===== config.mk =====
export PLATFORM = sky130hd
export DESIGN_NAME = cpmt_cell
export DESIGN_NICKNAME = d
export VERILOG_FILES = /design/src/sv/cpmt_pkg.sv /design/src/sv/cpmt_cell.sv
export SDC_FILE = /design/constraint.sdc
export NUM_CORES = 1
export LEC_CHECK = 0
export BUFFER_PORTS_ARGS = -buffer_cell sky130_fd_sc_hd__clkbuf_2
export CAP_MARGIN = 30
export CORE_ASPECT_RATIO = 0.5
export CORE_MARGIN = 4
export CORE_UTILIZATION = 47
export DETAILED_ROUTE_END_ITERATION = 6
export PLACE_DENSITY = 0.8
export SYNTH_ARGS = -nofsm -noshare
export SYNTH_HDL_FRONTEND = slang
export SYNTH_SLANG_ARGS = --single-unit

===== constraint.sdc =====
create_clock -name clk -period 24.6 [get_ports clk]
set_input_delay 2.46 -clock clk [delete_from_list [all_inputs] [get_ports clk]]
set_output_delay 2.46 -clock clk [all_outputs]
set_load 0.05 [all_outputs]

===== src/sv/cpmt_pkg.sv =====
// ----------------------------------------------------------------------------
// cpmt_pkg: shared types and constants for the prefix match table
// Request codes, the word handed from cell to cell and the prefix mask helper.
// ----------------------------------------------------------------------------
package cpmt_pkg;

  localparam int ADDR_W        = 128;
  localparam int HALF_W        = 64;
  localparam int V4_W          = 32;
  localparam int PREFIX_W      = 8;
  localparam int REQ_W         = 2;
  localparam int ENTRY_COUNT_W = 6;

  // request codes; the spare code leaves the table untouched
  typedef enum logic [REQ_W-1:0] {
    REQ_CLEAR  = 2'd0,
    REQ_APPEND = 2'd1,
    REQ_LOOKUP = 2'd2
  } req_code_t;

  // word passed down the chain of cells, one cell per cycle
  typedef struct packed {
    logic                valid;
    logic [REQ_W-1:0]    req_type;
    logic                is_v6;
    logic [HALF_W-1:0]   addr_hi;
    logic [HALF_W-1:0]   addr_lo;
    logic [PREFIX_W-1:0] prefix_len;
    logic                matched;
  } link_t;

  // leading-ones mask over a 128-bit address; prefixes past the width saturate,
  // and the top 32 bits give the ipv4 mask with the same clamp
  function automatic logic [ADDR_W-1:0] lead_mask(input logic [PREFIX_W-1:0] plen);
    logic [ADDR_W-1:0] m;
    m = '0;
    for (int j = 0; j < ADDR_W; j++) begin
      m[j] = (PREFIX_W'(ADDR_W - 1 - j) < plen);
    end
    return m;
  endfunction

endpackage


===== src/sv/cpmt_cell.sv =====
// ----------------------------------------------------------------------------
// cpmt_cell: one table entry
// Holds a single range, takes an append aimed at its slot, compares lookups
// against its range and hands the word on to the next cell.
// ----------------------------------------------------------------------------
module cpmt_cell #(
  parameter int TABLE_ENTRIES = 32,
  parameter int INDEX         = 0
) (
  input  logic                                   clk,
  input  logic                                   rst,
  input  logic [$clog2(TABLE_ENTRIES+1)-1:0]     count,
  input  cpmt_pkg::link_t                        link_in,
  output cpmt_pkg::link_t                        link_out
);

  localparam int CW = $clog2(TABLE_ENTRIES + 1);

  logic                          family;
  logic [cpmt_pkg::HALF_W-1:0]   base_hi;
  logic [cpmt_pkg::HALF_W-1:0]   base_lo;
  logic [cpmt_pkg::PREFIX_W-1:0] prefix;

  logic [cpmt_pkg::ADDR_W-1:0]   mask;
  logic [cpmt_pkg::ADDR_W-1:0]   diff;
  logic                          occupied;
  logic                          range_hit;
  logic                          hit;
  logic                          write_en;
  cpmt_pkg::link_t               link;

  // slot is in use while its index lies below the fill count
  assign occupied = (CW'(INDEX) < count);
  assign write_en = link_in.valid && (link_in.req_type == cpmt_pkg::REQ_APPEND)
                    && (count == CW'(INDEX));

  // entry store, written only by an append aimed at this slot
  always_ff @(posedge clk) begin
    if (write_en) begin
      family  <= link_in.is_v6;
      base_hi <= link_in.addr_hi;
      base_lo <= link_in.addr_lo;
      prefix  <= link_in.prefix_len;
    end
  end

  // masked compare of leading bits
  always_comb begin
    mask = cpmt_pkg::lead_mask(prefix);
    diff = {base_hi, base_lo} ^ {link_in.addr_hi, link_in.addr_lo};
    if (family) begin
      range_hit = ((diff & mask) == '0);
    end else begin
      range_hit = ((diff[cpmt_pkg::V4_W-1:0]
                    & mask[cpmt_pkg::ADDR_W-1 -: cpmt_pkg::V4_W]) == '0);
    end
    hit = link_in.valid && (link_in.req_type == cpmt_pkg::REQ_LOOKUP) && occupied
          && (family == link_in.is_v6) && range_hit;
  end

  // word register towards the next cell
  always_ff @(posedge clk) begin
    if (rst) begin
      link.valid <= 1'b0;
    end else begin
      link.valid <= link_in.valid;
    end
    link.req_type   <= link_in.req_type;
    link.is_v6      <= link_in.is_v6;
    link.addr_hi    <= link_in.addr_hi;
    link.addr_lo    <= link_in.addr_lo;
    link.prefix_len <= link_in.prefix_len;
    link.matched    <= link_in.matched | hit;
  end

  assign link_out = link;

endmodule


; ---- Yosys cells after proc, flatten, opt, wreduce, memory -nomap -nowiden
; Cells that the tools add are included.
[word_totals]
reg_bits = 278
inputBits = 149
output_inout_bits = 141
wordCells = 157
[op_classes]
n_lt_le_gt_ge = 129
n_eq_ne = 3
mux = 1
bitwise_logic = 4
n_reduce_logical = 9
[op_table]
columns = cell, count
row1 = less-than comparator 7 x 8 -> 1 bit (first input constant), 64
row2 = less-than comparator 6 x 8 -> 1 bit (first input constant), 32
row3 = AND 128 bit, 1
row4 = zero test 128 bit, 1
row5 = less-than comparator 5 x 8 -> 1 bit (first input constant), 16
row6 = bitwise XOR 128 bit, 1
row7 = less-than comparator 4 x 8 -> 1 bit (first input constant), 8
row8 = AND 32 bit, 1
row9 = zero test 32 bit, 1
row10 = less-than comparator 3 x 8 -> 1 bit (first input constant), 4
row11 = less-than comparator 1 x 8 -> 1 bit (first input constant), 2
row12 = less-than comparator 2 x 8 -> 1 bit (first input constant), 2
row13 = logical AND 1 bit, 6
row14 = zero test 6 bit, 1
row15 = less-than comparator 1 x 6 -> 1 bit (first input constant), 1
row16 = equality test 2 x 1 -> 1 bit (second input constant), 1
row17 = equality test 2 bit (second input constant), 1
row18 = equality test 1 bit, 1
row19 = 2-to-1 mux 1 bit, 1
row20 = bitwise OR 1 bit, 1

; ---- Depth between registers and ports, before layout
[depth]
word_depth = 6
ltp_mapped = 10
mapped_depth_nobuf = 7

; ---- Worst setup path after synthesis
; No wires, ideal clock.
[synth_timing]
path_kind = input port to flip-flop
from = in count[3]
to = reg base_hi[0] (netlist name) (enable)
setup_ns = 0.803
arrival_ns = 12.111
required_ns = 23.797
path_slack_ns = 11.686
stages = 3
path_buffers = 0
cell_sequence = nor4_1 -> nand2_1 -> nor3_1
[synth_via]
elab_chain_cells = 2
[synth_lines]
columns = element, line_no
row1 = start: declaration, cpmt_cell.sv:12  ; input logic [$clog2(TABLE_ENTRIES+1)-1:0] count,
row2 = zero test 6 bit, cpmt_cell.sv:35  ; && (count == CW'(INDEX));
row3 = logical AND 1 bit, cpmt_cell.sv:35
row4 = via write_en, cpmt_cell.sv:29  ; logic write_en;
row5 = end signal: assignment, cpmt_cell.sv:41  ; base_hi <= link_in.addr_hi;
row6 = end: declaration, cpmt_cell.sv:20  ; logic [cpmt_pkg::HALF_W-1:0] base_hi;
; The timed path passes the listed nets, and every way through them passes these cells.
; A chain may end at the register's enable or synchronous reset.

; ---- Final worst setup path
[layout_timing]
from = in count[3]
to = reg base_lo[40] (netlist name) (enable)
[layout_via]
elab_chain_cells = 2
[layout_lines]
columns = element, line_no
row1 = zero test 6 bit, cpmt_cell.sv:35
row2 = logical AND 1 bit, cpmt_cell.sv:35
row3 = via write_en, cpmt_cell.sv:29
row4 = end signal: assignment, cpmt_cell.sv:42  ; base_lo <= link_in.addr_lo;
row5 = end: declaration, cpmt_cell.sv:21  ; logic [cpmt_pkg::HALF_W-1:0] base_lo;
; The timed path passes the listed nets, and every way through them passes these cells.

==> results_dict.tcl <==
set metrics [dict create \
    post-route-period-util 0.178 \
    cpMostUsedCell "buf_4" \
    grt_pass1_wl_um 42600 \
    cts-resized-gates 0 \
    clkPwrFrac 0.381 \
    crit_path_max_incr_delay_ps 570 \
    ios 290 \
    synthSimpleGateAreaFrac 0.0619 \
    syn-num-nets 877 \
    critPathLaunchType "primary input" \
    avgViaCountPerCell 5.50 \
    leakagePower_nw 4.96 \
    async_reset_ff_frac 0 \
    synth_xor_xnor_area_share 0.113 \
    worst-path-max-fanout 53 \
    setup_violations 0 \
    path_class "primary input to flop" \
    drt_pre_antenna_iters 6 \
    power.density_nw_per_um2 77.7 \
    cell_internal_pwr_w 0.000731 \
    gp_congestion 0.926 \
    antenna_left 0 \
    drt_drc_violations_left 0 \
    synth-seq-cells 278 \
    grt_pass1_vias 7162 \
    cts.sinks 278 \
    avgSynthCellArea_sq_um 13.6 \
    netSwitchingFraction 0.245 \
    rsz0062_at_grt "false" \
    wl_per_cell_um 21.3 \
    max-slew-margin-rel 0.283 \
    synth_edf_count 137 \
    hold_buffers 0 \
    synth_compound_area_frac 0.112 \
    clock_insertion_delay_worst_skew_ps 520 \
    muxShareOfSynthArea 0 \
    dieWidth_um 213 \
    post_cts_buffers 0 \
    outcome "finished, final reports clean" \
    initial_core_util 0.480 \
    final_core_util 0.604 \
    comb_power_share 0.102 \
    fmax_ghz 0.228 \
    p_switching_w 0.000237 \
    cp.required_ps 24800 \
    seq_power_share 0.517 \
    grt_use_total 0.231 \
    hold_viol 0 \
    placed_cells 1274 \
    cts_tree "built" \
    dieArea_sq_um 23600 \
    grt_remaining_overflow 0 \
    antenna_cells 0 \
    critPathTopFamily "buffers and inverters" \
    core_sq_um 20600 \
    post-route-min-period_ps 4380 \
    synthFlopType "dfxtp_1" \
    areaGrowthSynthToFinish_pct 25.7 \
    numCtsBuffers 23 \
    worst_clock_skew_ps 8.21 \
    rows 37 \
    ys_warn_count 0 \
    critPathBufInv 4 \
    antenna_found_initial 0 \
    tightest_slew_ps 1070 \
    synth_cell_types 59 \
    nets 1176 \
    setup_tns_ps 0 \
    netlist_instances 728 \
    drt_iter0_markers 865 \
    drive_above_1_share 0.332 \
    die_h_um 111 \
    fin_cells 1316 \
    dp.final_hpwl_um 20700 \
    drv_cap 0 \
    htreeDepth 1 \
    cts.clk_slew.worst_paths_ps 70 \
    arrival_ps 4580 \
    worstPathCellList "clkbuf_2 > nor4_1 > nand2_1 > nor3_2 > buf_4 > buf_4 > buf_16" \
    peakVddDrop_v 0.0000514 \
    routed_wirelength_um 28100 \
    root_buffer "clkbuf_16" \
    portBuffers 289 \
    hold_class "flop to flop" \
    critPathCaptureType "flop" \
    synth_area_sq_um 9920 \
    grt_max_degree 86 \
    yosysSeqAreaShare 0.699 \
    synth_top_family_by_area "XOR/XNOR gates" \
    vias 7236 \
    clk_path_buf_depth 3 \
    crit_slowest_cell "buf_4" \
    synth_adder_area_share 0 \
    drv_slew 0 \
]
==> registers in the layout, summed over array words and instances (netlist names) <==
| signal | cells |
|---|---|
| base_hi | 64 |
| base_lo | 64 |
| family | 1 |
| link_out | 141 |
| prefix | 8 |
==> final cells by class <==
class | instances | area [sq um]
Timing Repair Buffer | 302 | 1560
Inverter | 4 | 15.0
Clock buffer | 34 | 699
Fill cell | 1622 | 8180
Clock inverter | 7 | 58.8
Tap cell | 273 | 342
Sequential cell | 278 | 6940
Multi-Input combinational cell | 418 | 2860
==> kinds of logic after synthesis <==
family / Yosys count
AO/OA/AOI/OAI: 184
buffers and inverters: 32
AND/OR/NAND/NOR: 106
XOR/XNOR: 128
flip-flops: 278
==> synthesized netlist by cell type, types with 3 or more instances <==
cell type	instances	area (sq um)
o2111ai_1	3	26.3
edfxtp_1	137	4110
a31oi_1	5	31.3
xor2_1	58	508
inv_1	4	15.0
o22ai_1	11	68.8
nor4_1	14	87.6
a41oi_1	3	26.3
clkbuf_1	21	78.8
a22oi_1	6	45.0
nor3_1	6	30.0
o21ai_0	49	245
nand4_1	8	50.1
a21o_1	3	22.5
nand2_1	19	71.3
nand3_1	5	25.0
a2111oi_0	3	26.3
or4_1	6	45.0
o211ai_1	4	30.0
a211oi_1	5	37.5
xnor2_1	70	613
buf_1	3	11.3
o21ai_1	3	15.0
and3_1	3	18.8
or3_1	3	18.8
dfxtp_1	141	2820
nor2_1	19	71.3
a21oi_1	69	345
==> layer usage <==
metal / vias to the layer above / GRT usage / share of wire
met1: 3471 / 0.331 / 0.42
met3: 42 / 0.0792 / 0.11
met2: 423 / 0.348 / 0.45
met5: - / 0 / 0
met4: 0 / 0.0379 / 0.014
li1: 3300 / - / -
==> power groups by stage <==
stage	combinational (W)	clock (W)	sequential (W)
after floorplan	0.0000163	0	0.000555
after global placement	0.0000975	0	0.000511
after detailed placement	0.0000983	0	0.000512
after CTS	0.0000989	0.000376	0.000501
after global routing	0.000104	0.000399	0.000502
final	0.0000987	0.000369	0.000501
==> placed cells by master, fill, tap and decap left out, types with 19 or more instances in the layout <==
cell       netlist  layout
xor2_1          58      58
o21ai_0         49      49
clkbuf_2         0     289
dfxtp_1        141     141
xnor2_1         70      70
nand2_1         19      19
a21oi_1         69      69
clkbuf_16        0      25
edfxtp_1       137     137
nor2_1          19      19
==> worst reg2reg max path, cell delays in order (launching register included) <==
cell	delay, ps
edfxtp_1	740
or4_1	940
o21ai_0	290
nand4_1	140
or4_1	530
nor4_1	300
a41oi_1	220
o31ai_1	110
==> path summary, 6_finish.rpt <==
kind | slack [ps] | start | endpoint | cells after the start
max reg2reg | 21250 | prefix[7] | link_out[0] | 7
min reg2reg | 780 | base_hi[41] | link_out[0] | 5
min | 780 | base_hi[41] | link_out[0] | 5
max | 20220 | count[3] | base_lo[40] | 7
==> stage by stage <==
stage / power (W) / instance area (sq um) / worst slack [ps] / hold slack (ps)
2_1_floorplan: 0.000571 / 9920 / 11690 / 703
3_3_place_gp: 0.000608 / 11700 / 19620 / 743
3_5_place_dp: 0.000610 / 11700 / 19520 / 749
4_1_cts: 0.000976 / 12400 / 20090 / 774
5_1_grt: 0.00100 / 12500 / 20110 / 855
6_report: 0.000969 / 12500 / 20220 / 783
(Power assumes the default switching activity.)
